## src/hw/rtl/pfe_ram.sv

```systemverilog
// Generic single-port-write, single-port-read RAM with registered read data.
`timescale 1ns / 1ps

module pfe_ram #(
	parameter int WIDTH = 32,
	parameter int DEPTH = 128
) (
	input  logic                     clk,
	input  logic                     we,
	input  logic [$clog2(DEPTH)-1:0] waddr,
	input  logic [WIDTH-1:0]         wdata,
	input  logic [$clog2(DEPTH)-1:0] raddr,
	output logic [WIDTH-1:0]         rdata
);

	logic [WIDTH-1:0] mem [DEPTH];

	always_ff @(posedge clk) begin
		if (we) begin
			mem[waddr] <= wdata;
		end
		rdata <= mem[raddr];
	end

endmodule

```

## config.mk

```make
export PLATFORM = sky130hd
export DESIGN_NAME = pfe_ram
export DESIGN_NICKNAME = d
export VERILOG_FILES = /design/src/hw/rtl/pfe_ram.sv
export SDC_FILE = /design/constraint.sdc
export NUM_CORES = 2
export LEC_CHECK = 0
export BUFFER_PORTS_ARGS = -buffer_cell sky130_fd_sc_hd__buf_2
export CELL_PAD_IN_SITES_DETAIL_PLACEMENT = 0
export CELL_PAD_IN_SITES_GLOBAL_PLACEMENT = 1
export CORE_UTILIZATION = 50
export CTS_CLUSTER_SIZE = 14
export DETAILED_ROUTE_END_ITERATION = 6
export PLACE_DENSITY = 0.69
export SLEW_MARGIN = 10
export SYNTH_ARGS = -nofsm -noshare
export SYNTH_HDL_FRONTEND = slang
export SYNTH_SLANG_ARGS = --single-unit
```

## constraint.sdc

```tcl
create_clock -name clk -period 4.8 [get_ports clk]
set_input_delay 0.96 -clock clk [delete_from_list [all_inputs] [get_ports clk]]
set_output_delay 0.96 -clock clk [all_outputs]
set_load 0.05 [all_outputs]
```

==> results.md <==
Outcome:
- The flow ran to the end, and the final reports show no timing, DRC or antenna violations.

Clocking:
- The level count of the clock H-tree is 5.
- The worst-skew pair later-pin latency is around 970 ps.
- The CTS sink count is 4128.
- The CTS tree is built.
- The TritonCTS buffer count is 406.
- The clock-pin slew reported for the worst setup and hold paths after clock tree synthesis is approximately 60 ps.
- The root buffer cell chosen for the clock tree is sky130_fd_sc_hd__clkbuf_16.
- No sink is reached through more buffers than the 4 on the longest clock path.
- The number of setup buffers added after CTS is 0.
- The number of gates resized after CTS is 0.
- Hold repair after CTS inserted 0 buffers.

Setup path:
- The delay contributed by the slowest stage of the critical path is 670 ps.
- The data arrival time at the worst-slack endpoint is 4240 ps.
- The maximum net fanout on the critical path is 29.
- The number of cells on the worst reg-to-reg path is 4.
- Among all stages on the critical path, the largest delay is contributed by sky130_fd_sc_hd__mux4_2.
- The signal on the critical path passes through buf_12, buf_12, buf_12, buf_12, mux4_2, mux4_2, mux4_2, mux2_2.
- The most numerous cell type found on the critical path is sky130_fd_sc_hd__buf_12.
- The critical path is of the in2reg type.
- In this run the register-to-register setup slack is 2140 ps.
- The data required time of the critical path is roughly 5700 ps.
- The worst setup path is launched from a primary input.
- The worst setup path is captured at a flop.

Cells and area:
- The sequential standard cell area is about 0.12 mm2.
- The number of nets in the layout is between 6000 and 7000.
- The layout cell share with drive strength beyond 1 is a little under two fifths.
- In the final layout, the multi-input gates occupy ~0.032 mm2.
- The top cell types in the final layout, fill and taps aside, are 4096 x sky130_fd_sc_hd__edfxtp_1, 1344 x sky130_fd_sc_hd__mux4_2, 413 x sky130_fd_sc_hd__clkbuf_16.
- Relative to the synthesized area, the layout overhead comes to 14.7%.
- Leaving out fill and tap cells, the most frequent cell in the layout is sky130_fd_sc_hd__edfxtp_1.
- Fill cells in the final layout number 21600.

Detailed routing:
- The total via count in the routed design is roughly 71000.
- The pre-antenna-repair detailed-routing pass consisted of 6 iterations.
- In the final routed layout, each cell accounts on average for roughly 37 um.
- After detailed routing, the number of remaining DRC violations is 0.
- The violation count after the first detailed-routing iteration is approximately 10000.
- Dividing the detail-routed via count by the number of cells gives around 6.5.
- The number of nets with antenna violations after routing is 0.
- For this block, the routed nets add up to between 400 and 500 mm of wire.

Floorplanning:
- Once the floorplan was initialized, standard cells occupied between 50 and 60% of the core.
- The area enclosed by the die boundary is between 0.3 and 0.4 mm2.
- The die outline height is around 560 um.
- The total area inside the core boundary comes to between 0.3 and 0.4 mm2.
- The die is between 500 and 600 um wide.
- The floorplan has between 200 and 250 rows.
- The I/O pin count is 80.

Global route:
- The global routing usage on met2 is 40.9%.
- The initial antenna violation count was 65.
- Entering global routing, the biggest net connects 99 pins.
- The overflow left after global routing is 0.
- In the global route stage, met3 resource usage came out at 6.01%.
- After global routing, the most crowded layer is met2.
- The total routing usage reported by global routing is around a quarter.
- The first-pass GRT wire length is between 500 and 600 mm.
- For met1 alone, demand over resource in global routing was between 30% and 40%.
- The via count of the first global-routing pass is about 72000.

Power and ir drop:
- Net switching is 21.3% of the power.
- The cell leakage power is 0.0550 uW.
- Of the total power, the clock network draws 41.8%.
- The internal portion of the total power is slightly below 60000 uW.
- The worst-case vdd ir drop is ~0.00032 V.
- The total power is between 70000 and 80000 uW.
- Combinational cells account for ~5.4% of the total power.
- The sequential share of power is a little over half.
- For this design the total switching power over the nets is roughly 16000 uW.
- In this run the power density over the cells is approximately 420 mW/mm2.

Synth:
- Synthesis inferred around 4100 register bits.
- The share of synthesized area in the top cell type comes to approximately four fifths.
- The gate count of the mapped netlist is about 6000.
- The mux cell area share after synthesis is between 10% and 20%.
- The distinct cell type count after synthesis is 17.
- By area the synthesized netlist is led by sky130_fd_sc_hd__edfxtp_1 79%, sky130_fd_sc_hd__mux4_2 19%, sky130_fd_sc_hd__clkbuf_1 0.44%.
- After Yosys synthesis, XOR and XNOR cells account for 0% of the synthesized area.
- In this run the cell area of the synthesized design comes to 0.156 mm2.
- The area fraction in and, or, nand and nor cells after synthesis is 0.446%.
- Of the total synthesized cell area, the portion taken by full adders, half adders and majority gates is 0%.
- The largest family of logic cells by synthesized area is multiplexers.
- After synthesis, flip-flops and latches occupy 79.1% of the total area.
- sky130_fd_sc_hd__edfxtp_1 takes more of the synthesized area than any other cell.
- The synthesized area per cell is between 20 and 30 um2.
- The count of yosys warnings during synthesis is 0.
- The synthesized netlist devotes 0% of its cell area to compound gates.
- When the netlist entered floorplanning its net count stood at ~6000.

STA:
- Setup repair after global routing left no endpoint under its margin.
- The worst relative slew slack is between 15 and 20%.
- After routing, the total negative slack on setup checks comes to 0 ps.
- The worst clock skew is between 50 and 60 ps.
- The post-layout minimum cycle time is between 3000 and 4000 ps.
- The actual slew at the worst max-slew pin is about 1200 ps.
- The hold violation total from the final report came to 0.
- Setup violations remaining at the end of the flow were counted as 0.
- The final critical-path share of the clock period is between 70% and 80%.
- The number of pins with negative max-slew slack in the final report is 0.
- The highest attainable clock frequency is around 300 MHz.

Worst hold path:
- The class of the worst hold path is in2reg.
- Counting instances, the worst hold path has a depth of 1.

Place:
- Routability-driven placement finished with a final weighted congestion of between 0.8 and 0.9.
- The total half-perimeter wirelength after legalization and detailed placement is around 230 mm.
- Port buffering added slightly below 80 buffers.

Flow run:
- Across the run, the number of max-cap violations was 0.
## power by group through the flow
| stage | combinational [uW] | sequential [uW] | clock (uW) |
|---|---|---|---|
| floorplan | 1920 | 40800 | 0 |
| global placement | 4050 | 40700 | 0 |
| detailed placement | 4110 | 40700 | 0 |
| CTS | 4110 | 40000 | 32000 |
| global route | 4260 | 39900 | 33400 |
| finish | 4100 | 40000 | 31600 |
## cell type report
cell class,count,area share (%)
Sequential cell,4128,69.0
Multi-Input combinational cell,1546,18.0
Clock buffer,527,6.05
Tap cell,4120,2.88
Timing Repair Buffer,451,2.73
Clock inverter,225,1.32
Antenna cell,38,0.0530
## worst max-delay path: cells and delay by family
kind                   cells  cell delay, ps
buffers and inverters      4            1010
multiplexers               4            2120
## layer usage
metal | share of wire (%) | routed length, um
met5 | 0.039 | 159
met4 | 2.3 | 9490
met3 | 10 | 42400
met2 | 48 | 195000
met1 | 40 | 161000
## cell families after synthesis
logic type             count (synthesis)
multiplexers                        1376
flip-flops                          4128
buffers and inverters                316
AND/OR/NAND/NOR                      170
## per-stage QoR
step           instances  utilization [%]  worst slack, ps  hold WS, ps  area [um2]
6_report           11000             57.9             1420          505      179000
5_1_grt            11000             57.8             1400          493      179000
4_1_cts            11000             57.8             1460          461      179000
3_5_place_dp       10200             53.6              425         1110      166000
3_3_place_gp       10200             53.6              438         1120      166000
2_1_floorplan       5990                -              601         1060      156000
## Yosys cell counts (all sizes together)
| library cell | number |
|---|---|
| dfxtp | 32 |
| clkbuf | 182 |
| edfxtp | 4096 |
| nor2 | 122 |
| or3 | 1 |
| buf | 134 |
| nand3 | 12 |
| mux4 | 1344 |
| nand4 | 3 |
| nor3 | 9 |
| nor2b | 7 |
| nand2b | 2 |
| mux2 | 32 |
| nand2 | 14 |
## final timing paths
path	from	end
setup / recovery	raddr[0]	rdata[30]
hold / removal	wdata[22]	mem[71][22]
setup reg to reg	mem[118][20]	rdata[20]
hold reg to reg	mem[24][24]	rdata[24]
## state kept, by name, indices dropped and copies added (netlist names)
| name | flops |
|---|---|
| mem | 4096 |
| rdata | 32 |
No activity file was read; power rests on OpenSTA's default activity.
