<file path="src/hw/rtl/pfe_pkg.sv">
// Shared constants, codes and types of the postfix expression evaluator.
`timescale 1ns / 1ps

package pfe_pkg;

	localparam int STACK_DEPTH    = 128;
	localparam int SP_W           = $clog2(STACK_DEPTH + 1);
	localparam int ADDR_W         = $clog2(STACK_DEPTH);
	localparam int DATA_W         = 32;
	localparam int CMD_FIFO_DEPTH = 4;
	localparam int FIFO_PTR_W     = $clog2(CMD_FIFO_DEPTH);
	localparam int FIFO_CNT_W     = $clog2(CMD_FIFO_DEPTH + 1);
	localparam int DIV_CNT_W      = $clog2(DATA_W + 1);

	localparam logic [7:0] CH_ZERO  = 8'h30;
	localparam logic [7:0] CH_NINE  = 8'h39;
	localparam logic [7:0] CH_SPACE = 8'h20;
	localparam logic [7:0] CH_PLUS  = 8'h2B;
	localparam logic [7:0] CH_MINUS = 8'h2D;
	localparam logic [7:0] CH_STAR  = 8'h2A;
	localparam logic [7:0] CH_SLASH = 8'h2F;

	localparam logic [1:0] ERR_OK        = 2'd0;
	localparam logic [1:0] ERR_UNDERFLOW = 2'd1;
	localparam logic [1:0] ERR_OVERFLOW  = 2'd2;
	localparam logic [1:0] ERR_DIVZERO   = 2'd3;

	typedef enum logic [2:0] {
		OP_NONE = 3'd0,
		OP_ADD  = 3'd1,
		OP_SUB  = 3'd2,
		OP_MUL  = 3'd3,
		OP_DIV  = 3'd4
	} op_t;

	typedef struct packed {
		logic [7:0] char_code;
		logic       end_of_expression;
	} in_item_t;

	typedef struct packed {
		logic signed [DATA_W-1:0] value;
		logic [1:0]               error_code;
	} out_item_t;

	typedef struct packed {
		logic              push_valid;
		logic [DATA_W-1:0] push_value;
		op_t               op;
		logic              end_flag;
	} cmd_t;

	typedef struct packed {
		logic              start;
		logic [DATA_W-1:0] dividend;
		logic [DATA_W-1:0] divisor;
	} div_req_t;

	typedef struct packed {
		logic              done;
		logic [DATA_W-1:0] quotient;
	} div_rsp_t;

endpackage

</file>
<file path="src/hw/rtl/pfe_front.sv">
// Front end: accepts characters, builds numbers and issues stack commands.
`timescale 1ns / 1ps

module pfe_front (
	input  logic              clk,
	input  logic              arst_n,
	input  logic              push,
	output logic              full,
	input  pfe_pkg::in_item_t expr_char,
	output logic              cmd_wr,
	output pfe_pkg::cmd_t     cmd,
	input  logic              cmd_full
);

	import pfe_pkg::*;

	logic              accept;
	logic              is_digit;
	logic              is_space;
	logic [3:0]        digit;
	logic [7:0]        digit_full;
	logic [DATA_W-1:0] acc_q;
	logic              pending_q;
	logic [DATA_W-1:0] acc_next;
	logic              pend_next;
	logic              flush;
	op_t               op;

	assign full       = cmd_full;
	assign accept     = push && !cmd_full;
	assign is_digit   = (expr_char.char_code >= CH_ZERO) && (expr_char.char_code <= CH_NINE);
	assign is_space   = (expr_char.char_code == CH_SPACE);
	assign digit_full = expr_char.char_code - CH_ZERO;
	assign digit      = digit_full[3:0];

	always_comb begin
		unique case (expr_char.char_code)
			CH_PLUS:  op = OP_ADD;
			CH_MINUS: op = OP_SUB;
			CH_STAR:  op = OP_MUL;
			CH_SLASH: op = OP_DIV;
			default:  op = OP_NONE;
		endcase
	end

	assign acc_next  = is_digit ? ((acc_q << 3) + (acc_q << 1) + DATA_W'(digit)) : acc_q;
	assign pend_next = is_digit || pending_q;
	assign flush     = is_space || (op != OP_NONE) || expr_char.end_of_expression;

	assign cmd.push_valid = pend_next && flush;
	assign cmd.push_value = acc_next;
	assign cmd.op         = op;
	assign cmd.end_flag   = expr_char.end_of_expression;
	assign cmd_wr         = accept && (cmd.push_valid || (op != OP_NONE) || cmd.end_flag);

	always_ff @(posedge clk or negedge arst_n) begin
		if (!arst_n) begin
			acc_q     <= '0;
			pending_q <= 1'b0;
		end else if (accept) begin
			if (cmd.push_valid || expr_char.end_of_expression) begin
				acc_q     <= '0;
				pending_q <= 1'b0;
			end else begin
				acc_q     <= acc_next;
				pending_q <= pend_next;
			end
		end
	end

endmodule

</file>
<file path="config.mk">
export PLATFORM = sky130hd
export DESIGN_NAME = pfe_front
export DESIGN_NICKNAME = d
export VERILOG_FILES = /design/src/hw/rtl/pfe_pkg.sv /design/src/hw/rtl/pfe_front.sv
export SDC_FILE = /design/constraint.sdc
export NUM_CORES = 1
export LEC_CHECK = 0
export BUFFER_PORTS_ARGS = -buffer_cell sky130_fd_sc_hd__buf_2
export CELL_PAD_IN_SITES_DETAIL_PLACEMENT = 1
export CELL_PAD_IN_SITES_GLOBAL_PLACEMENT = 1
export CORE_AREA = 2 2 120 87
export DETAILED_ROUTE_END_ITERATION = 10
export DIE_AREA = 0 0 122 89
export PLACE_DENSITY = 0.77
export SYNTH_ARGS = -nofsm -noshare
export SYNTH_HDL_FRONTEND = slang
export SYNTH_SLANG_ARGS = --single-unit
</file>
<file path="constraint.sdc">
create_clock -name clk -period 2.7 [get_ports clk]
set_input_delay 0.27 -clock clk [delete_from_list [all_inputs] [get_ports clk]]
set_output_delay 0.27 -clock clk [all_outputs]
set_load 0.05 [all_outputs]
</file>
==> qor.yml <==
status:
  status: "complete, but fails checks"
  failed_checks: "negative setup slack"
yosys:
  synth.area.mux_share_pct: 5.29
  async_reset_ff_share_pct: 100
  synth_warnings: 0
  ys.flop_type: "dfrtp_1"
  synth-xor-area-share_pct: 6.66
  postSynthCellCount: 456
  synth_seq_cells: 33
  synth_fa_ha_area_share_pct: 20.1
  netlist_area_um2: 3810
  synth_top_family_by_area: "compound AO/OA/AOI/OAI gates"
  ys_seq_area_share_pct: 21.7
  synth-edff-count: 0
  syn_nets: 529
  synth.avg_cell_area_um2: 8.36
  synth_compound_area_share_pct: 25.8
  synthDistinctLibCells: 56
  yosys.area_share.simple_pct: 16.4
sta:
  hold_violations: 0
  post-route-period-util_pct: 138
  relSlewSlack_pct: 34.3
  max_slew.worst_pin.slew_ps: 979
  max_freq_mhz: 268
  period_minus_slack_ps: 3730
  tns_ps: -26590
  slew_viol_final: 0
  hold_slack_ps: 91.9
  rsz0062_at_grt: "yes"
  postLayoutSetupSlackWorst_ps: -1030
  setup_viol: 55
  worst_clock_skew_ps: 16.0
power_and_ir_drop:
  power.total_mw: 1.31
  power.density_nw_per_um2: 200
  leakage_nw: 3.07
  vdd_drop_max_v: 0.000223
worst_setup_path:
  crit_type: "flip-flop to primary output"
  critical-path-top-delay-family: "compound AO/OA/AOI/OAI gates"
  required_ps: 2430
  crit_path_top_delay_cell: "dfrtp_1"
  cp_max_fo: 4
  reg2reg_slack_ps: -450
  path_buf_inv: 3
  critical_path_arrival_ps: 3460
  worst_path_largest_cell_delay_ps: 430
  endpoint_kind: "primary output"
  path_cells: "ha_1, ha_1, buf_4, a21oi_2, o21ai_1, buf_4, o21bai_1, o211ai_1, mux2i_2, nand2_1, o311ai_2, buf_6"
  crit_path_start_kind: "flip-flop"
clock_network:
  clkSinkCount: 33
  clk_pin_slew_ps: 70
  clk_latency_ps: 310
  cts_buffer_depth: 2
  cts_root_buf: "clkbuf_16"
  hold_buffers: 0
  htreeDepth: 2
  cts_tree: "built"
  numCtsBuffers: 5
floorplanning:
  std_cell_rows: 30
  design.core.area_um2: 9570
  initial_core_util_pct: 39.8
  die_w_um: 122
  io_pins: 52
  dieArea_um2: 10900
  die_h_um: 89
detailed_routing:
  ant_nets: 0
  first_pass_iters: 5
  via_per_inst: 6.80
  drt-initial-drc-count: 523
  routedWlPerCell_um: 30.9
  drt_wl_total_um: 23500
  drc: 0
  vias: 5182
placement:
  pre_cts_ws_ps: -561
  hpwl_um: 11200
  port_buffers: 51
  gp_congestion: 0.870
  placed_cell_area_um2: 5240
worst_hold_path:
  hp-class: "primary input to asynchronous set/reset pin"
final_layout:
  nNetsFinal: 706
  final_common_cell: "buf_4"
  final_area_um2: 6550
  syn_to_final_growth_pct: 72.0
  drive_gt1_share_pct: 55.0
  antennaDiodeCount: 0
  layout_common_cells: "buf_4 (134), nand2_1 (56), ha_1 (37)"
grt:
  antenna_found_initial: 0
  grt_start_max_net_pins: 37
  grtUsageTotal_pct: 37.8
  grt_pass1_wl_um: 30700
  grt_overflow: 0
  grt_pass1_vias: 5210
run:
  cap_viol_max_count: 0
-- area by class of cell --
type | instances | area, um^2
multi-input cells | 387 | 3820
fillers | 1031 | 3020
repair buffers | 193 | 1560
flip-flops and latches | 33 | 828
well taps | 128 | 160
clock buffers | 5 | 125
inverters | 13 | 48.8
clock inverters | 3 | 17.5
-- report_power, final --
part           internal, mW  switching, mW  total, mW
sequential            0.497        0.00471      0.502
combinational        0.0651          0.127      0.192
clock                 0.340          0.275      0.615
-- cells in the mapped netlist (8+ instances only) --
cell / number / area share [%]
mux2_2: 17 / 5.0
clkbuf_1: 11 / 1.1
xnor2_1: 17 / 3.9
xor2_1: 12 / 2.8
a21oi_1: 39 / 5.1
nor2_1: 21 / 2.1
dfrtp_1: 33 / 22
o21ai_0: 45 / 5.9
a22o_1: 16 / 3.7
ha_1: 58 / 19
nand2_1: 58 / 5.7
buf_2: 8 / 1.1
inv_1: 12 / 1.2
-- state kept, by name (all words and copies together) (netlist names) --
register,flops
acc_q,32
pending_q,1
-- routing by layer --
metal | part of all wire (%) | wire length [um] | global-route usage, % | up-vias
met4 | 8.1 | 1920 | 19.9 | 0
met3 | 7.8 | 1830 | 7.08 | 172
met1 | 38 | 8820 | 43.1 | 2555
met5 | 0 | 0 | 0 | -
li1 | - | - | - | 2034
met2 | 47 | 10900 | 68.5 | 421
-- metrics by stage --
| step | util (%) | std cells |
|---|---|---|
| floorplan | - | 456 |
| global placement | 54.7 | 730 |
| detailed placement | 54.7 | 730 |
| CTS | 64.4 | 752 |
| global route | 68.5 | 762 |
| finish | 68.5 | 762 |
-- what timing repair did --
action	4_1_cts	5_1_grt
setup buffers	18	14
gates resized for setup	145	68
setup endpoints to repair	39	52
pin swaps	40	54
-- worst paths after layout --
| kind | startpoint | end | cells past startpoint |
|---|---|---|---|
| setup / recovery | acc_q[17]$_DFFE_PN0P_ | cmd[31] | 12 |
| hold / removal | arst_n | acc_q[1]$_DFFE_PN0P_ | 1 |
| setup reg to reg | acc_q[18]$_DFFE_PN0P_ | acc_q[27]$_DFFE_PN0P_ | 11 |
| hold reg to reg | acc_q[31]$_DFFE_PN0P_ | acc_q[31]$_DFFE_PN0P_ | 2 |
| max in group asynchronous | arst_n | acc_q[15]$_DFFE_PN0P_ | 1 |
| min in group clk | cmd_full | acc_q[1]$_DFFE_PN0P_ | 5 |
-- cell families after synthesis --
kind of cell | Yosys count
AOI/OAI and AO/OA | 151
xor gates and xnor gates | 29
adders and majority gates | 60
buffers and inverters | 36
DFF | 33
muxes | 18
and+or+nand+nor | 129
No activity file was read; power rests on OpenSTA's default activity.
