--- config.mk ---
export PLATFORM = sky130hd
export DESIGN_NAME = pfe_div
export DESIGN_NICKNAME = d
export VERILOG_FILES = /design/src/hw/rtl/pfe_pkg.sv /design/src/hw/rtl/pfe_div.sv
export SDC_FILE = /design/constraint.sdc
export NUM_CORES = 1
export LEC_CHECK = 0
export BUFFER_PORTS_ARGS = -buffer_cell sky130_fd_sc_hd__buf_2
export CORE_ASPECT_RATIO = 1.1
export CORE_MARGIN = 5
export CORE_UTILIZATION = 55
export CTS_CLUSTER_SIZE = 24
export DETAILED_ROUTE_END_ITERATION = 8
export GPL_TIMING_DRIVEN = 1
export PLACE_DENSITY_LB_ADDON = 0.1
export REMOVE_ABC_BUFFERS = 1
export SLEW_MARGIN = 20
export SYNTH_ARGS = -nofsm -noshare
export SYNTH_HDL_FRONTEND = slang
export SYNTH_SLANG_ARGS = --single-unit
--- constraint.sdc ---
create_clock -name clk -period 3.5 [get_ports clk]
set_input_delay 0.175 -clock clk [delete_from_list [all_inputs] [get_ports clk]]
set_output_delay 0.175 -clock clk [all_outputs]
set_load 0.1 [all_outputs]
--- src/hw/rtl/pfe_pkg.sv ---
// Shared constants, codes and types of the postfix expression evaluator.
`timescale 1ns / 1ps

package pfe_pkg;

	localparam int STACK_DEPTH    = 128;
	localparam int SP_W           = $clog2(STACK_DEPTH + 1);
	localparam int ADDR_W         = $clog2(STACK_DEPTH);
	localparam int DATA_W         = 32;
	localparam int CMD_FIFO_DEPTH = 4;
	localparam int FIFO_PTR_W     = $clog2(CMD_FIFO_DEPTH);
	localparam int FIFO_CNT_W     = $clog2(CMD_FIFO_DEPTH + 1);
	localparam int DIV_CNT_W      = $clog2(DATA_W + 1);

	localparam logic [7:0] CH_ZERO  = 8'h30;
	localparam logic [7:0] CH_NINE  = 8'h39;
	localparam logic [7:0] CH_SPACE = 8'h20;
	localparam logic [7:0] CH_PLUS  = 8'h2B;
	localparam logic [7:0] CH_MINUS = 8'h2D;
	localparam logic [7:0] CH_STAR  = 8'h2A;
	localparam logic [7:0] CH_SLASH = 8'h2F;

	localparam logic [1:0] ERR_OK        = 2'd0;
	localparam logic [1:0] ERR_UNDERFLOW = 2'd1;
	localparam logic [1:0] ERR_OVERFLOW  = 2'd2;
	localparam logic [1:0] ERR_DIVZERO   = 2'd3;

	typedef enum logic [2:0] {
		OP_NONE = 3'd0,
		OP_ADD  = 3'd1,
		OP_SUB  = 3'd2,
		OP_MUL  = 3'd3,
		OP_DIV  = 3'd4
	} op_t;

	typedef struct packed {
		logic [7:0] char_code;
		logic       end_of_expression;
	} in_item_t;

	typedef struct packed {
		logic signed [DATA_W-1:0] value;
		logic [1:0]               error_code;
	} out_item_t;

	typedef struct packed {
		logic              push_valid;
		logic [DATA_W-1:0] push_value;
		op_t               op;
		logic              end_flag;
	} cmd_t;

	typedef struct packed {
		logic              start;
		logic [DATA_W-1:0] dividend;
		logic [DATA_W-1:0] divisor;
	} div_req_t;

	typedef struct packed {
		logic              done;
		logic [DATA_W-1:0] quotient;
	} div_rsp_t;

endpackage

--- src/hw/rtl/pfe_div.sv ---
// Radix-2 signed divider, truncating toward zero, one quotient bit per cycle.
`timescale 1ns / 1ps

module pfe_div (
	input  logic              clk,
	input  logic              arst_n,
	input  pfe_pkg::div_req_t req,
	output pfe_pkg::div_rsp_t rsp
);

	import pfe_pkg::*;

	logic                 busy_q;
	logic                 done_q;
	logic                 neg_q;
	logic [DIV_CNT_W-1:0] cnt_q;
	logic [DATA_W-1:0]    rem_q;
	logic [DATA_W-1:0]    quo_q;
	logic [DATA_W-1:0]    dsr_q;
	logic [DATA_W:0]      shifted;
	logic [DATA_W:0]      trial;
	logic [DATA_W-1:0]    mag_dividend;
	logic [DATA_W-1:0]    mag_divisor;

	assign mag_dividend = req.dividend[DATA_W-1] ? (DATA_W'(0) - req.dividend) : req.dividend;
	assign mag_divisor  = req.divisor[DATA_W-1] ? (DATA_W'(0) - req.divisor) : req.divisor;
	assign shifted      = {rem_q, quo_q[DATA_W-1]};
	assign trial        = shifted - {1'b0, dsr_q};

	assign rsp.done     = done_q;
	assign rsp.quotient = neg_q ? (DATA_W'(0) - quo_q) : quo_q;

	always_ff @(posedge clk or negedge arst_n) begin
		if (!arst_n) begin
			busy_q <= 1'b0;
			done_q <= 1'b0;
			neg_q  <= 1'b0;
			cnt_q  <= '0;
			rem_q  <= '0;
			quo_q  <= '0;
			dsr_q  <= '0;
		end else begin
			done_q <= 1'b0;
			if (req.start) begin
				busy_q <= 1'b1;
				neg_q  <= req.dividend[DATA_W-1] ^ req.divisor[DATA_W-1];
				cnt_q  <= DIV_CNT_W'(DATA_W);
				rem_q  <= '0;
				quo_q  <= mag_dividend;
				dsr_q  <= mag_divisor;
			end else if (busy_q) begin
				if (!trial[DATA_W]) begin
					rem_q <= trial[DATA_W-1:0];
				end else begin
					rem_q <= shifted[DATA_W-1:0];
				end
				quo_q <= {quo_q[DATA_W-2:0], !trial[DATA_W]};
				cnt_q <= cnt_q - 1'b1;
				if (cnt_q == DIV_CNT_W'(1)) begin
					busy_q <= 1'b0;
					done_q <= 1'b1;
				end
			end
		end
	end

endmodule

==> results.toml <==
[drt]
postRouteAntennaNets = 0
routed_wl_mm = 21.80
first_pass_iters = 5
routedWlPerCell_um = 16.40
vias = 7778
drc = 0
dr_wl_met2_mm = 10.47
wl_met1_mm = 10.07
drt_iter0_drc = 538
wl_met3_um = 889
avgViaCountPerCell = 5.853
top_layer = "met5"

[job]
maxCapViolCount = 0

[yosys]
yosys-top-cells-area = "dfrtp_1, xnor2_1, nand2_1"
yosys.area_share.simple_pct = 19.90
ys_ff_latch = 105
yosysTopAreaCell = "dfrtp_1"
synthAdderAreaFrac_pct = 5.695
synth-edff-count = 0
synth_cell_types = 66
ys.warnings.count = 0
synth_top_family_by_area = "compound AO/OA/AOI/OAI gates"
post-synth-top-area-fraction_pct = 30.98
avgSynthCellArea_sq_um = 8.115
synth_compound_area_share_pct = 22.41
syn-instance-count = 1045
synth_xor_area_share_pct = 12.39
synthFlopType = "dfrtp_1"
async_flop_share_pct = 100.0
seq_area_frac_synth_pct = 30.98
synthMuxAreaShare_pct = 3.688
syn_area_sq_um = 8481

[status]
violations = "negative setup slack"
outcome = "finished, violations left"

[critical_path]
end_kind = "primary output"
crit_required_ps = 3320
crit-reg2reg-capture = "rem_q[15]"
cp_max_fo = 4
crit_end = "rsp[31]"
r2r_setup_slack_ps = 210
crit_start = "quo_q[1]"
start_kind = "register"
crit_path_frequent_cell = "or4_4"
reg2reg_depth = 14
rr_startpoint = "quo_q[31]"
crit_chain = "or4_4, or4_4, or2_4, or3_4, or4_4, o21ai_4, buf_4, nand2_4, xnor2_4, buf_12"
critical_path_class = "register to primary output"
crit_slowest_cell = "or4_4"
slowest_delay_ps = 540
arrival_ps = 3550

[floorplanning]
io_pins = 100
die_h_um = 140.2
num_rows = 47
core_sq_um = 15110
start_util_pct = 56.11
die_w_um = 128.4
die_area_sq_um = 18010

[timing]
tightestPinTransition_ps = 878.4
slew_headroom_pct = 41.22
hold_viol = 0
timing.hold.ws_ps = 112.6
fmax_mhz = 268.5
fin_setup_tns_ps = -1463
finalWorstSetupSlack_ps = -224.0
rsz0062_at_grt = "yes"
finalClockSkew_ps = 14.77
final-setup-viol-count = 10
slew_viol_final = 0
post-route-period-util_pct = 106.4
fin_crit_ps = 3724

[worst_hold_path]
hold_depth = 2
hold_path.class = "primary input to register"

[global_routing]
grt_util_all_layers_pct = 24.18
grt_pass1_wl_mm = 36.09
grt_antenna_before_repair = 5
grt_max_degree = 76
grt_overflow_total = 0
first_global_vias = 7520

[cells_and_area]
drive_above_1_share_pct = 17.33
area_growth_pct = 18.13
nets = 1231

[clock_network]
cts.sink_count = 105
cts_tree = "yes"
path_clk_slew_ps = 70
h-tree-depth = 3
root_buffer = "clkbuf_16"
cts.path.max_buffers = 2
cts_made_buffers = 9
worst_skew_pair.late_latency_ps = 360

[power]
p_per_area_nw_per_um2 = 591.3
irDropWorstVdd_mv = 0.3867
p_leak_nw = 4.616

[placed_design]
port_buffers = 99
gpl.final_weighted_congestion = 0.8795
hpwlAfterDp_mm = 15.10
==> layer usage <==
layer / vias up / global-route usage (%)
met4: 8 / 5.307
met1: 3702 / 32.52
met3: 27 / 5.179
li1: 3896 / -
met2: 145 / 40.05
met5: - / 0
==> worst min-delay path by stage <==
stage                     slack, ps  startpoint        to
after floorplan                -120      arst_n    busy_q
after global routing            130      req[0]  dsr_q[0]
after CTS                       100      req[0]  dsr_q[0]
final                           110      req[0]  dsr_q[0]
after global placement          300      arst_n  dsr_q[8]
after detailed placement        300      arst_n  dsr_q[7]
==> power by group <==
group,internal (mW),switching [mW]
logic,1.17,2.06
clock network,0.484,0.488
registers,1.44,0.276
total,3.10,2.83
==> cells in the mapped netlist (all sizes together) (16+ instances only) <==
cell type    n
a21oi       79
or3         22
inv         51
xnor2       70
nor2        89
mux2i       29
o31ai       28
dfrtp      105
clkbuf      45
ha          37
a311oi      23
xor2        50
nand2      129
a21o        16
o21ai       71
or4         17
==> timing repair <==
item                       4_1_cts  5_1_grt
pin swaps                        5        6
gates resized for setup         30       21
gates cloned                     0        1
setup endpoints to repair       13       35
hold buffers                     1        0
setup buffers                    5        4
hold endpoints to repair        55        0
==> critical path, delay by kind of cell (launching register included) <==
kind,cells,cell delay (ps)
AOI/OAI and AO/OA,1,200
xor gates and xnor gates,1,190
buffers and inverters,2,350
and+or+nand+nor,6,2070
DFF,1,380
==> per-stage QoR <==
step | setup WS (ps) | util, % | area, sq um | power [mW] | cells
floorplan | -1389 | - | 8254 | 3.940 | 987
global placement | 63.98 | 61.98 | 9366 | 4.733 | 1300
detailed placement | 46.94 | 61.98 | 9366 | 4.766 | 1300
CTS | -200.8 | 65.15 | 9847 | 5.825 | 1322
global route | -293.8 | 66.27 | 10020 | 6.299 | 1328
finish | -224.0 | 66.29 | 10020 | 5.924 | 1329
==> registers in the layout, summed over array words and instances, names as in the netlist <==
name / flops
rem_q: 32
dsr_q: 32
done_q: 1
quo_q: 32
cnt_q: 6
neg_q: 1
busy_q: 1
==> cell families (layout without fill, tap and decap cells) <==
kind of cell	count (synthesis)	count (layout)
and+or+nand+nor	349	349
xor gates and xnor gates	120	120
other	0	2
AOI/OAI and AO/OA	293	293
buffers and inverters	109	195
adders and majority gates	38	38
DFF	105	105
muxes	31	31
==> placed cells by master, fill, tap and decap left out, drive strengths merged, types with 15 or more instances in the layout <==
cell type    n
o31ai       28
o21ai       71
inv         53
or4         17
a311oi      23
ha          37
xnor2       70
xor2        50
a21oi       79
a21o        16
buf        122
nor2b       15
nor2        89
mux2i       29
dfrtp      105
nand2      129
or3         22
==> cell type report <==
class / instances / area [sq um]
fillers: 1311 / 5095
repair buffers: 128 / 998.5
multi-input cells: 831 / 5673
flip-flops and latches: 105 / 2633
diodes: 2 / 5.005
inverters: 51 / 193.9
well taps: 196 / 245.2
clock buffers: 9 / 225.2
clock inverters: 7 / 45.04
No activity file was read; power rests on OpenSTA's default activity.
