[src/hw/rtl/pfe_pkg.sv]
// Shared constants, codes and types of the postfix expression evaluator.
`timescale 1ns / 1ps

package pfe_pkg;

	localparam int STACK_DEPTH    = 128;
	localparam int SP_W           = $clog2(STACK_DEPTH + 1);
	localparam int ADDR_W         = $clog2(STACK_DEPTH);
	localparam int DATA_W         = 32;
	localparam int CMD_FIFO_DEPTH = 4;
	localparam int FIFO_PTR_W     = $clog2(CMD_FIFO_DEPTH);
	localparam int FIFO_CNT_W     = $clog2(CMD_FIFO_DEPTH + 1);
	localparam int DIV_CNT_W      = $clog2(DATA_W + 1);

	localparam logic [7:0] CH_ZERO  = 8'h30;
	localparam logic [7:0] CH_NINE  = 8'h39;
	localparam logic [7:0] CH_SPACE = 8'h20;
	localparam logic [7:0] CH_PLUS  = 8'h2B;
	localparam logic [7:0] CH_MINUS = 8'h2D;
	localparam logic [7:0] CH_STAR  = 8'h2A;
	localparam logic [7:0] CH_SLASH = 8'h2F;

	localparam logic [1:0] ERR_OK        = 2'd0;
	localparam logic [1:0] ERR_UNDERFLOW = 2'd1;
	localparam logic [1:0] ERR_OVERFLOW  = 2'd2;
	localparam logic [1:0] ERR_DIVZERO   = 2'd3;

	typedef enum logic [2:0] {
		OP_NONE = 3'd0,
		OP_ADD  = 3'd1,
		OP_SUB  = 3'd2,
		OP_MUL  = 3'd3,
		OP_DIV  = 3'd4
	} op_t;

	typedef struct packed {
		logic [7:0] char_code;
		logic       end_of_expression;
	} in_item_t;

	typedef struct packed {
		logic signed [DATA_W-1:0] value;
		logic [1:0]               error_code;
	} out_item_t;

	typedef struct packed {
		logic              push_valid;
		logic [DATA_W-1:0] push_value;
		op_t               op;
		logic              end_flag;
	} cmd_t;

	typedef struct packed {
		logic              start;
		logic [DATA_W-1:0] dividend;
		logic [DATA_W-1:0] divisor;
	} div_req_t;

	typedef struct packed {
		logic              done;
		logic [DATA_W-1:0] quotient;
	} div_rsp_t;

endpackage

[src/hw/rtl/pfe_cmd_fifo.sv]
// Short command queue between the front end and the stack engine.
`timescale 1ns / 1ps

module pfe_cmd_fifo (
	input  logic          clk,
	input  logic          arst_n,
	input  logic          wr_en,
	input  pfe_pkg::cmd_t wr_data,
	output logic          full,
	input  logic          rd_en,
	output pfe_pkg::cmd_t rd_data,
	output logic          empty
);

	import pfe_pkg::*;

	cmd_t                  entry_q [CMD_FIFO_DEPTH];
	logic [FIFO_PTR_W-1:0] wr_ptr_q;
	logic [FIFO_PTR_W-1:0] rd_ptr_q;
	logic [FIFO_CNT_W-1:0] cnt_q;
	logic                  do_wr;
	logic                  do_rd;

	assign full    = (cnt_q == FIFO_CNT_W'(CMD_FIFO_DEPTH));
	assign empty   = (cnt_q == '0);
	assign do_wr   = wr_en && !full;
	assign do_rd   = rd_en && !empty;
	assign rd_data = entry_q[rd_ptr_q];

	always_ff @(posedge clk) begin
		if (do_wr) begin
			entry_q[wr_ptr_q] <= wr_data;
		end
	end

	always_ff @(posedge clk or negedge arst_n) begin
		if (!arst_n) begin
			wr_ptr_q <= '0;
			rd_ptr_q <= '0;
			cnt_q    <= '0;
		end else begin
			if (do_wr) begin
				wr_ptr_q <= (wr_ptr_q == FIFO_PTR_W'(CMD_FIFO_DEPTH - 1)) ? '0 : wr_ptr_q + 1'b1;
			end
			if (do_rd) begin
				rd_ptr_q <= (rd_ptr_q == FIFO_PTR_W'(CMD_FIFO_DEPTH - 1)) ? '0 : rd_ptr_q + 1'b1;
			end
			if (do_wr && !do_rd) begin
				cnt_q <= cnt_q + 1'b1;
			end else if (do_rd && !do_wr) begin
				cnt_q <= cnt_q - 1'b1;
			end
		end
	end

endmodule

[config.mk]
export PLATFORM = sky130hd
export DESIGN_NAME = pfe_cmd_fifo
export DESIGN_NICKNAME = d
export VERILOG_FILES = /design/src/hw/rtl/pfe_pkg.sv /design/src/hw/rtl/pfe_cmd_fifo.sv
export SDC_FILE = /design/constraint.sdc
export NUM_CORES = 1
export LEC_CHECK = 0
export BUFFER_PORTS_ARGS = -buffer_cell sky130_fd_sc_hd__buf_4
export CAP_MARGIN = 10
export CORE_UTILIZATION = 57
export DETAILED_ROUTE_END_ITERATION = 8
export GPL_TIMING_DRIVEN = 0
export HOLD_SLACK_MARGIN = 0.06
export PLACE_DENSITY = 0.77
export SLEW_MARGIN = 40
export SYNTH_ARGS = -nofsm -noshare
export SYNTH_HDL_FRONTEND = slang
export SYNTH_SLANG_ARGS = --single-unit
[constraint.sdc]
create_clock -name clk -period 2.94 [get_ports clk]
set_clock_uncertainty 0.1 [all_clocks]
set_input_delay 0.147 -clock clk [delete_from_list [all_inputs] [get_ports clk]]
set_output_delay 0.147 -clock clk [all_outputs]
set_load 0.01 [all_outputs]
==> impl_metrics.env <==
export IMPL_via_count_of_the_first_global_routing_pass=2926
export IMPL_area_enclosed_by_the_die_boundary_um2=10600
export IMPL_preCtsSetupSlack_ps=767
export IMPL_slew_at_the_pin_closest_to_its_max_slew_limit_ps=620
export IMPL_timing_final_hold_violations=0
export IMPL_slew_headroom_pct=58.7
export IMPL_grt_pass1_wl_um=15500
export IMPL_globalRouteTotalUtil_pct=21.9
export IMPL_initial_standard_cell_utilization_of_the_core_pct=59.1
export IMPL_n_antenna_cell=0
export IMPL_numCtsBuffers=17
export IMPL_vias_per_cell=5.39
export IMPL_floorplan_die_width_um=103
export IMPL_port_buffers=79
export IMPL_vdd_ir_drop_worst_mv=0.713
export IMPL_critical_path_max_stage_delay_ps=540
export IMPL_area_sequential_um2=4620
export IMPL_hold_path_class="primary input to flip-flop"
export IMPL_tritoncts_clock_tree="done"
export IMPL_finalWorstSetupSlack_ps=599
export IMPL_postSynthNetCount=278
export IMPL_cp_start_kind="flip-flop"
export IMPL_final_cell_mix="148 x edfxtp_1, 81 x buf_4, 41 x dlygate4sd3_1"
export IMPL_finalPower_mw=7.51
export IMPL_fp_row_count=36
export IMPL_worst_ep_required_time_ps=2690
export IMPL_initial_antenna_violation_count=0
export IMPL_worst_path_max_delay_cell="mux4_2"
export IMPL_finalMaxSlewViolations=0
export IMPL_maximum_number_of_pins_on_one_net_before_global_route_repair=38
export IMPL_area_of_the_core_region_um2=9820
export IMPL_yosysSeqAreaShare_pct=79.6
export IMPL_final_min_period_over_clock_period_pct=79.6
export IMPL_cp_arrival_ps=2090
export IMPL_setup_tns_ps=0
export IMPL_post_cts_repair_setup_buffers=0
export IMPL_ys_ff_latch=155
export IMPL_area_used_by_multi_input_combinational_logic_um2=1130
export IMPL_drt_pass1_iterations=4
export IMPL_clockRootBuffer="clkbuf_8"
export IMPL_dpl_hpwl_um=5700
export IMPL_timing_critical_path_cells="buf_6 > buf_6 > mux4_2 > buf_4"
export IMPL_layout_commonest_cell="edfxtp_1"
export IMPL_routabilityCongestion=0.684
export IMPL_syn_area_um2=5800
export IMPL_cts_resized=0
export IMPL_clkSinkCount=155
export IMPL_synth_edff_count=148
export IMPL_cts_reportedPaths_clkPinSlew_ps=70
export IMPL_fraction_of_registers_with_async_set_reset_pct=4.52
export IMPL_worst_setup_path_type="flip-flop to output pin"
export IMPL_worst_hold_startpoint="wr_data[12]"
export IMPL_postRouteWirelength_um=10500
export IMPL_run_status="complete, no violations"
export IMPL_post_route_cells_drive_above_1_share_pct=43.2
export IMPL_yosys_cell_types_count=22
export IMPL_drcViolationCount=0
export IMPL_clock_latency_ps=520
export IMPL_path_common_cell="buf_6"
export IMPL_syn_inst=230
export IMPL_synth_area_per_cell_um2=25.2
export IMPL_area_delta_synth_final_pct=31.1
export IMPL_route_antenna_remaining_nets=0
export IMPL_avgRoutedWirePerCell_um=20.2
export IMPL_filler_cell_count_in_the_final_layout=548
export IMPL_finalSetupViolations=0
export IMPL_finish_net_count=419
export IMPL_die_height_um=103
export IMPL_power_per_cell_area_nw_per_um2=988
export IMPL_max_freq_ghz=0.427
export IMPL_power_leakage_nw=2.70
export IMPL_drv_cap=0
export IMPL_period_minus_slack_ps=2340
export IMPL_h_tree_depth=4
export IMPL_postSynth_topFlopCell="edfxtp_1"
export IMPL_grt_setup_unrepaired="false"
export IMPL_count_of_synthesis_stage_warnings_from_yosys=0
export IMPL_route_vias_total=2786
export IMPL_worstReg2RegStart="cnt_q[0]"
export IMPL_crit_fanout=10
export IMPL_layout_core_utilization_pct=77.5
export IMPL_cts_max_path_buffers=2
export IMPL_floorplan_io_pins=80
export IMPL_kind_of_end_point_of_the_critical_path="output pin"
export IMPL_grt_overflow_total=0
export IMPL_drt_iter0_drc=94
export IMPL_first_element_of_the_critical_path="rd_ptr_q[0]"
## repair_timing
item | 4_1_cts | 5_1_grt
hold buffers | 41 | 0
endpoints found under the setup margin | 0 | 0
hold endpoints to repair | 169 | 0
## state kept, by name, indices dropped and copies added (netlist names)
| signal | count |
|---|---|
| cnt_q | 3 |
| entry_q | 148 |
| rd_ptr_q | 2 |
| wr_ptr_q | 2 |
## critical path, delay by kind of cell, from the launching register on
| family | cells | cell delay (ps) |
|---|---|---|
| flops | 1 | 430 |
| buf+inv | 3 | 600 |
| mux | 1 | 540 |
## per-stage QoR
stage	hold WS [ps]	area, um2	cells
3_3_place_gp	-135	6560	442
4_1_cts	244	7610	517
6_report	256	7610	517
5_1_grt	255	7610	517
3_5_place_dp	-135	6630	444
2_1_floorplan	-249	5800	230
## cell families (layout without fill, tap and decap cells)
group / after synthesis / count (layout) / synth area share, %
DFF: 155 / 155 / 79.6
muxes: 41 / 41 / 15.3
and+or+nand+nor: 11 / 11 / 1.38
buffers and inverters: 11 / 165 / 1.16
adders and majority gates: 7 / 7 / 1.64
xor gates and xnor gates: 3 / 3 / 0.453
AOI/OAI and AO/OA: 2 / 2 / 0.496
## cell type report
type	count	share of cell area, %
inverters	3	0.148
clock buffers	18	5.49
plain buffers	8	0.740
multi-input cells	64	14.8
clock inverters	14	1.96
repair buffers	122	13.9
flip-flops and latches	155	60.7
well taps	133	2.19
## synth_stat cells (all sizes together) (2+ instances only)
| cell | n | area, um2 |
|---|---|---|
| ha | 6 | 75.1 |
| edfxtp | 148 | 4440 |
| nor3 | 2 | 10.0 |
| inv | 3 | 11.3 |
| mux4 | 37 | 833 |
| mux2 | 4 | 52.6 |
| buf | 7 | 52.5 |
| nor2 | 3 | 11.3 |
| xor2 | 2 | 17.5 |
| and2 | 3 | 22.5 |
| dfrtp | 7 | 175 |
## path summary, 6_finish.rpt
kind                       cells after the start             end  slack [ps]
setup reg to reg                               6        cnt_q[1]         780
setup / recovery                               4      rd_data[8]         600
hold / removal                                 2  entry_q[3][12]         260
min in group asynchronous                      3     rd_ptr_q[1]         500
max in group asynchronous                      3     wr_ptr_q[1]        1980
hold reg to reg                                1        cnt_q[2]         480
## routing by layer
metal | track usage [%] | part of all wire [%] | vias to the layer above
met5 | 0 | 0 | -
met4 | 9.97 | 1.9 | 0
met3 | 5.76 | 6.0 | 17
met2 | 37.2 | 53 | 94
met1 | 26.7 | 39 | 1417
li1 | - | - | 1258
## power by group
part           switching [mW]  internal (mW)  total [mW]  leakage (nW)
Clock                   0.853           1.21        2.06         0.269
Combinational            1.12           1.24        2.36         0.991
Sequential              0.167           2.93        3.09          1.44
No activity file was read; power rests on OpenSTA's default activity.
