[src/hw/rtl/pfe_pkg.sv]
// Shared constants, codes and types of the postfix expression evaluator.
`timescale 1ns / 1ps

package pfe_pkg;

	localparam int STACK_DEPTH    = 128;
	localparam int SP_W           = $clog2(STACK_DEPTH + 1);
	localparam int ADDR_W         = $clog2(STACK_DEPTH);
	localparam int DATA_W         = 32;
	localparam int CMD_FIFO_DEPTH = 4;
	localparam int FIFO_PTR_W     = $clog2(CMD_FIFO_DEPTH);
	localparam int FIFO_CNT_W     = $clog2(CMD_FIFO_DEPTH + 1);
	localparam int DIV_CNT_W      = $clog2(DATA_W + 1);

	localparam logic [7:0] CH_ZERO  = 8'h30;
	localparam logic [7:0] CH_NINE  = 8'h39;
	localparam logic [7:0] CH_SPACE = 8'h20;
	localparam logic [7:0] CH_PLUS  = 8'h2B;
	localparam logic [7:0] CH_MINUS = 8'h2D;
	localparam logic [7:0] CH_STAR  = 8'h2A;
	localparam logic [7:0] CH_SLASH = 8'h2F;

	localparam logic [1:0] ERR_OK        = 2'd0;
	localparam logic [1:0] ERR_UNDERFLOW = 2'd1;
	localparam logic [1:0] ERR_OVERFLOW  = 2'd2;
	localparam logic [1:0] ERR_DIVZERO   = 2'd3;

	typedef enum logic [2:0] {
		OP_NONE = 3'd0,
		OP_ADD  = 3'd1,
		OP_SUB  = 3'd2,
		OP_MUL  = 3'd3,
		OP_DIV  = 3'd4
	} op_t;

	typedef struct packed {
		logic [7:0] char_code;
		logic       end_of_expression;
	} in_item_t;

	typedef struct packed {
		logic signed [DATA_W-1:0] value;
		logic [1:0]               error_code;
	} out_item_t;

	typedef struct packed {
		logic              push_valid;
		logic [DATA_W-1:0] push_value;
		op_t               op;
		logic              end_flag;
	} cmd_t;

	typedef struct packed {
		logic              start;
		logic [DATA_W-1:0] dividend;
		logic [DATA_W-1:0] divisor;
	} div_req_t;

	typedef struct packed {
		logic              done;
		logic [DATA_W-1:0] quotient;
	} div_rsp_t;

endpackage

[src/hw/rtl/pfe_back.sv]
// Stack engine: carries out push, operator and end commands on the operand stack.
`timescale 1ns / 1ps

module pfe_back (
	input  logic                          clk,
	input  logic                          arst_n,
	input  logic                          cmd_empty,
	output logic                          cmd_rd,
	input  pfe_pkg::cmd_t                 cmd,
	output logic                          ram_we,
	output logic [pfe_pkg::ADDR_W-1:0]    ram_waddr,
	output logic [pfe_pkg::DATA_W-1:0]    ram_wdata,
	output logic [pfe_pkg::ADDR_W-1:0]    ram_raddr,
	input  logic [pfe_pkg::DATA_W-1:0]    ram_rdata,
	output pfe_pkg::div_req_t             div_req,
	input  pfe_pkg::div_rsp_t             div_rsp,
	output logic                          empty,
	input  logic                          pop,
	output pfe_pkg::out_item_t            result
);

	import pfe_pkg::*;

	typedef enum logic [5:0] {
		ST_IDLE  = 6'b000001,
		ST_PUSH  = 6'b000010,
		ST_OP_RD = 6'b000100,
		ST_OP_EX = 6'b001000,
		ST_DIV   = 6'b010000,
		ST_END   = 6'b100000
	} state_t;

	state_t              state_q;
	cmd_t                cmd_q;
	logic [SP_W-1:0]     sp_q;
	logic [SP_W-1:0]     sp_m1;
	logic [SP_W-1:0]     sp_m2;
	logic [DATA_W-1:0]   tos_q;
	logic [1:0]          err_q;
	logic                out_valid_q;
	out_item_t           out_q;
	logic [2*DATA_W-1:0] product;
	logic [DATA_W-1:0]   op_result;
	logic                stack_full;
	logic                stack_empty;
	state_t              after_push;
	state_t              after_op;

	assign sp_m1       = sp_q - SP_W'(1);
	assign sp_m2       = sp_q - SP_W'(2);
	assign stack_full  = (sp_q == SP_W'(STACK_DEPTH));
	assign stack_empty = (sp_q == '0);

	assign cmd_rd    = (state_q == ST_IDLE) && !cmd_empty;
	assign ram_we    = (state_q == ST_PUSH) && !stack_full && !stack_empty;
	assign ram_waddr = sp_m1[ADDR_W-1:0];
	assign ram_wdata = tos_q;
	assign ram_raddr = sp_m2[ADDR_W-1:0];

	assign div_req.start    = (state_q == ST_OP_EX) && (cmd_q.op == OP_DIV) && (tos_q != '0);
	assign div_req.dividend = ram_rdata;
	assign div_req.divisor  = tos_q;

	assign empty  = !out_valid_q;
	assign result = out_q;

	assign product    = {{DATA_W{1'b0}}, ram_rdata} * {{DATA_W{1'b0}}, tos_q};
	assign after_op   = cmd_q.end_flag ? ST_END : ST_IDLE;
	assign after_push = (cmd_q.op != OP_NONE) ? ST_OP_RD : after_op;

	always_comb begin
		unique case (cmd_q.op)
			OP_ADD:  op_result = ram_rdata + tos_q;
			OP_SUB:  op_result = ram_rdata - tos_q;
			OP_MUL:  op_result = product[DATA_W-1:0];
			default: op_result = '0;
		endcase
	end

	always_ff @(posedge clk or negedge arst_n) begin
		if (!arst_n) begin
			state_q     <= ST_IDLE;
			cmd_q       <= '0;
			sp_q        <= '0;
			tos_q       <= '0;
			err_q       <= ERR_OK;
			out_valid_q <= 1'b0;
			out_q       <= '0;
		end else begin
			if (pop && out_valid_q && (state_q != ST_END)) begin
				out_valid_q <= 1'b0;
			end
			unique case (state_q)
				ST_IDLE: begin
					if (!cmd_empty) begin
						cmd_q <= cmd;
						if (cmd.push_valid) begin
							state_q <= ST_PUSH;
						end else if (cmd.op != OP_NONE) begin
							state_q <= ST_OP_RD;
						end else begin
							state_q <= ST_END;
						end
					end
				end
				ST_PUSH: begin
					if (stack_full) begin
						if (err_q == ERR_OK) begin
							err_q <= ERR_OVERFLOW;
						end
					end else begin
						tos_q <= cmd_q.push_value;
						sp_q  <= sp_q + 1'b1;
					end
					state_q <= after_push;
				end
				ST_OP_RD: begin
					if (sp_q < SP_W'(2)) begin
						if (err_q == ERR_OK) begin
							err_q <= ERR_UNDERFLOW;
						end
						state_q <= after_op;
					end else begin
						state_q <= ST_OP_EX;
					end
				end
				ST_OP_EX: begin
					if (cmd_q.op != OP_DIV) begin
						tos_q   <= op_result;
						sp_q    <= sp_m1;
						state_q <= after_op;
					end else if (tos_q == '0) begin
						if (err_q == ERR_OK) begin
							err_q <= ERR_DIVZERO;
						end
						tos_q   <= '0;
						sp_q    <= sp_m1;
						state_q <= after_op;
					end else begin
						state_q <= ST_DIV;
					end
				end
				ST_DIV: begin
					if (div_rsp.done) begin
						tos_q   <= div_rsp.quotient;
						sp_q    <= sp_m1;
						state_q <= after_op;
					end
				end
				ST_END: begin
					if (!out_valid_q || pop) begin
						out_q.value <= stack_empty ? '0 : $signed(tos_q);
						if (err_q != ERR_OK) begin
							out_q.error_code <= err_q;
						end else if (stack_empty) begin
							out_q.error_code <= ERR_UNDERFLOW;
						end else begin
							out_q.error_code <= ERR_OK;
						end
						out_valid_q <= 1'b1;
						sp_q        <= '0;
						err_q       <= ERR_OK;
						state_q     <= ST_IDLE;
					end
				end
				default: begin
					state_q <= ST_IDLE;
				end
			endcase
		end
	end

endmodule

[config.mk]
export PLATFORM = sky130hd
export DESIGN_NAME = pfe_back
export DESIGN_NICKNAME = d
export VERILOG_FILES = /design/src/hw/rtl/pfe_pkg.sv /design/src/hw/rtl/pfe_back.sv
export SDC_FILE = /design/constraint.sdc
export NUM_CORES = 2
export LEC_CHECK = 0
export BUFFER_PORTS_ARGS = -buffer_cell sky130_fd_sc_hd__buf_2
export CORE_MARGIN = 2
export CORE_UTILIZATION = 50
export CTS_BUF_LIST = sky130_fd_sc_hd__clkbuf_2 sky130_fd_sc_hd__clkbuf_4 sky130_fd_sc_hd__clkbuf_8
export DETAILED_ROUTE_END_ITERATION = 8
export PLACE_DENSITY = 0.66
export RECOVER_POWER = 25
export SLEW_MARGIN = 20
export SYNTH_ARGS = -nofsm -noshare
export SYNTH_HDL_FRONTEND = slang
export SYNTH_SLANG_ARGS = --single-unit
[constraint.sdc]
create_clock -name clk -period 18.8 [get_ports clk]
set_clock_uncertainty 0.1 [all_clocks]
set_input_delay 3.76 -clock clk [delete_from_list [all_inputs] [get_ports clk]]
set_output_delay 3.76 -clock clk [all_outputs]
set_load 0.01 [all_outputs]
==> flow_summary.yaml <==
run_status:
  outcome: "finished with violations"
  violations: "max-capacitance violations, max-slew violations"
clock_network:
  post-cts-setup-buffers: 0
  tritoncts: "yes"
  cts.sinks: 119
  htreeDepth: 4
  cts-buffers-inserted: 17
  cts_hold_buf: 0
  ctsResizeCount: 0
  clkLatencyLatePin_ns: 0.48
  clock-root-buffer: "clkbuf_8"
  cts_buffer_depth: 2
  path_clk_slew_ns: 0.08
place:
  hpwl_um: 59400
  dp_cells: 3379
  gp_congestion: 0.948
  io_buffers: 253
global_route:
  met3_usage_pct: 5.85
  gr-max-usage-layer: "met2"
  grt_max_degree: 69
  grt_pass1_wl_um: 122000
  antenna_found_initial: 6
  met1_usage_pct: 42.1
  grt_overflow: 0
  met2_usage_pct: 53.8
  grt_pass1_vias: 20900
  track_usage_pct: 32.3
routing:
  wl_per_cell_um: 22.8
  dr.pass1.iters: 8
  drt_iter0_markers: 1523
  via_per_inst: 5.75
  num_vias: 19600
  ant_nets: 0
  drcViolationCount: 0
  totalWireLength_um: 77900
timing:
  fmax_mhz: 91.2
  fin_crit_sh_pct: 58.3
  setup-tns-final_ns: 0
  worst_slew_pin_slew_ns: 3.13
  slew_violations: 164
  fin_crit_ns: 10.96
  relSlewSlack_pct: -109
  finalSetupViolations: 0
  rsz0062_at_grt: "no"
  hold_viol_final: 0
die:
  std_cell_rows: 80
  die_h_um: 224
  die_x_um: 224
  ios: 254
  die-area_mm2: 0.0501
  core_area_mm2: 0.0477
  start_util_pct: 50.6
hold_path:
  hold_class: "reg -> reg"
yosys:
  synth_warnings: 0
  synth_area_mm2: 0.0242
  avgSynthCellArea_um2: 8.97
  synth_nets: 3371
  ys_seq_area_share_pct: 12.3
  synth-edff-count: 0
  ys_async_sr_fraction_pct: 100
  synthFlopType: "dfrtp_1"
  ys_seq_elements: 119
  ys_types: 81
  syn_inst: 2694
layout:
  final_layout_size_suffix_gt1_share_pct: 13.8
  num-nets-final: 3460
  fillers: 4385
  area_growth_syn_to_layout_pct: 6.65
  instances_no_fill: 3415
worst_setup_path:
  endpoint_kind: "register"
  crit_arrival_ns: 11.26
  cp_max_fo: 22
  worstSetupStartpointType: "primary input"
  worstSetupPathType: "in -> reg"
  critPathRequiredTime_ns: 19.09
job:
  maxCapViolations: 3
worst paths after layout:
check,startpoint,end,slack (ns),cells after the start
worst max-delay path,ram_rdata[12],ram_wdata[31],7.84,25
worst min-delay path,result[20],result[20],0.38,2
worst max register to register,ram_wdata[2],ram_wdata[31],10.49,25
worst min register to register,result[20],result[20],0.38,2
max in group asynchronous,arst_n,cmd_q[31],12.19,2
min in group asynchronous,arst_n,sp_q[4],4.20,1
cell usage after synthesis, drive strengths merged (4+ instances only):
cell type | instances | share of area, %
or4 | 5 | 0.17
o21ai | 97 | 2.0
mux2 | 37 | 1.7
ha | 162 | 8.4
nor2 | 77 | 1.2
o32ai | 4 | 0.14
nand2 | 349 | 5.4
or2 | 4 | 0.10
inv | 403 | 6.3
nand3b | 8 | 0.25
a21o | 39 | 1.2
and3 | 8 | 0.21
o22ai | 14 | 0.36
dfrtp | 118 | 12
xor2 | 38 | 1.4
nor2b | 7 | 0.18
o21bai | 6 | 0.19
a22oi | 4 | 0.12
and2 | 310 | 8.0
nand3 | 11 | 0.23
nand4 | 6 | 0.18
a221oi | 10 | 0.41
a41oi | 4 | 0.14
a221o | 4 | 0.17
xnor2 | 112 | 4.1
a222oi | 22 | 0.91
clkbuf | 140 | 2.2
or3 | 6 | 0.18
nand2b | 10 | 0.26
o31ai | 6 | 0.19
a21oi | 65 | 1.3
buf | 80 | 2.3
nor3 | 21 | 0.53
o21a | 9 | 0.28
a31oi | 26 | 0.67
a211oi | 10 | 0.31
fa | 409 | 34
nor4 | 8 | 0.32
metrics by stage:
step | util (%) | hold WS, ns | instance area [µm²] | setup slack [ns]
6_report | 54.0 | 0.384 | 25800 | 7.84
4_1_cts | 54.0 | 0.387 | 25800 | 7.97
3_3_place_gp | 53.2 | 0.360 | 25400 | 7.69
3_5_place_dp | 53.2 | 0.369 | 25400 | 7.51
5_1_grt | 54.0 | 0.411 | 25800 | 7.54
2_1_floorplan | - | 0.382 | 24200 | 8.54
per-layer routing:
layer | routed length, µm | share of wire (%)
met5 | 33 | 0.042
met4 | 2980 | 3.8
met3 | 6400 | 8.2
met2 | 37000 | 47
met1 | 31500 | 40
state kept, by name, indices dropped and copies added (netlist names):
signal       cells
cmd_q           36
state_q          6
ram_wdata       32
err_q            2
out_valid_q      1
result          34
sp_q             8
cells in the final DEF, fill, tap and decap left out, types with 9 or more instances in the layout:
cell,count
inv_1,403
fa_1,409
nand2_1,347
nor2_1,74
a21oi_1,65
nor3_1,19
buf_4,35
nand3_1,11
a31oi_1,26
xor2_1,38
ha_1,162
a222oi_1,22
dfrtp_1,117
o21ai_0,95
a21o_1,39
xnor2_1,111
a211oi_1,10
clkbuf_8,18
buf_2,251
and2_1,310
o22ai_1,14
mux2_2,37
nand2b_1,10
o21a_1,9
cells by family after synthesis:
| kind of cell | count (synthesis) | synth area share, % |
|---|---|---|
| compound gates | 348 | 9.52 |
| xor+xnor | 150 | 5.47 |
| fa+ha+maj | 571 | 42.3 |
| buf+inv | 623 | 10.8 |
| flops | 119 | 12.3 |
| mux | 40 | 1.85 |
| simple gates | 843 | 17.8 |
critical path: stages:
cell     delay (ns)
buf_2          0.54
and2_1         0.25
fa_1           0.44
fa_1           0.49
fa_1           0.53
inv_1          0.05
fa_1           0.47
inv_1          0.05
fa_1           0.50
inv_1          0.06
fa_1           0.55
inv_1          0.07
fa_1           0.51
fa_1           0.43
ha_1           0.38
a21o_1         0.20
a31oi_1        0.15
o21ai_0        0.10
a31oi_1        0.42
o21ai_0        0.30
a41oi_1        0.35
o21ai_0        0.16
xnor2_1        0.18
nand2_1        0.07
a31oi_1        0.21
cell type report:
class	count	area (µm²)	area share, %
diodes	4	10.0	0.0388
clock buffers	19	255	0.990
multi-input cells	1952	18600	72.2
repair buffers	290	1530	5.95
inverters	403	1510	5.87
well taps	615	769	2.98
flip-flops and latches	119	2980	11.6
clock inverters	13	114	0.442
Power is not shown: default switching activity piles up to over one toggle a cycle in this logic, so the estimate is an artifact.
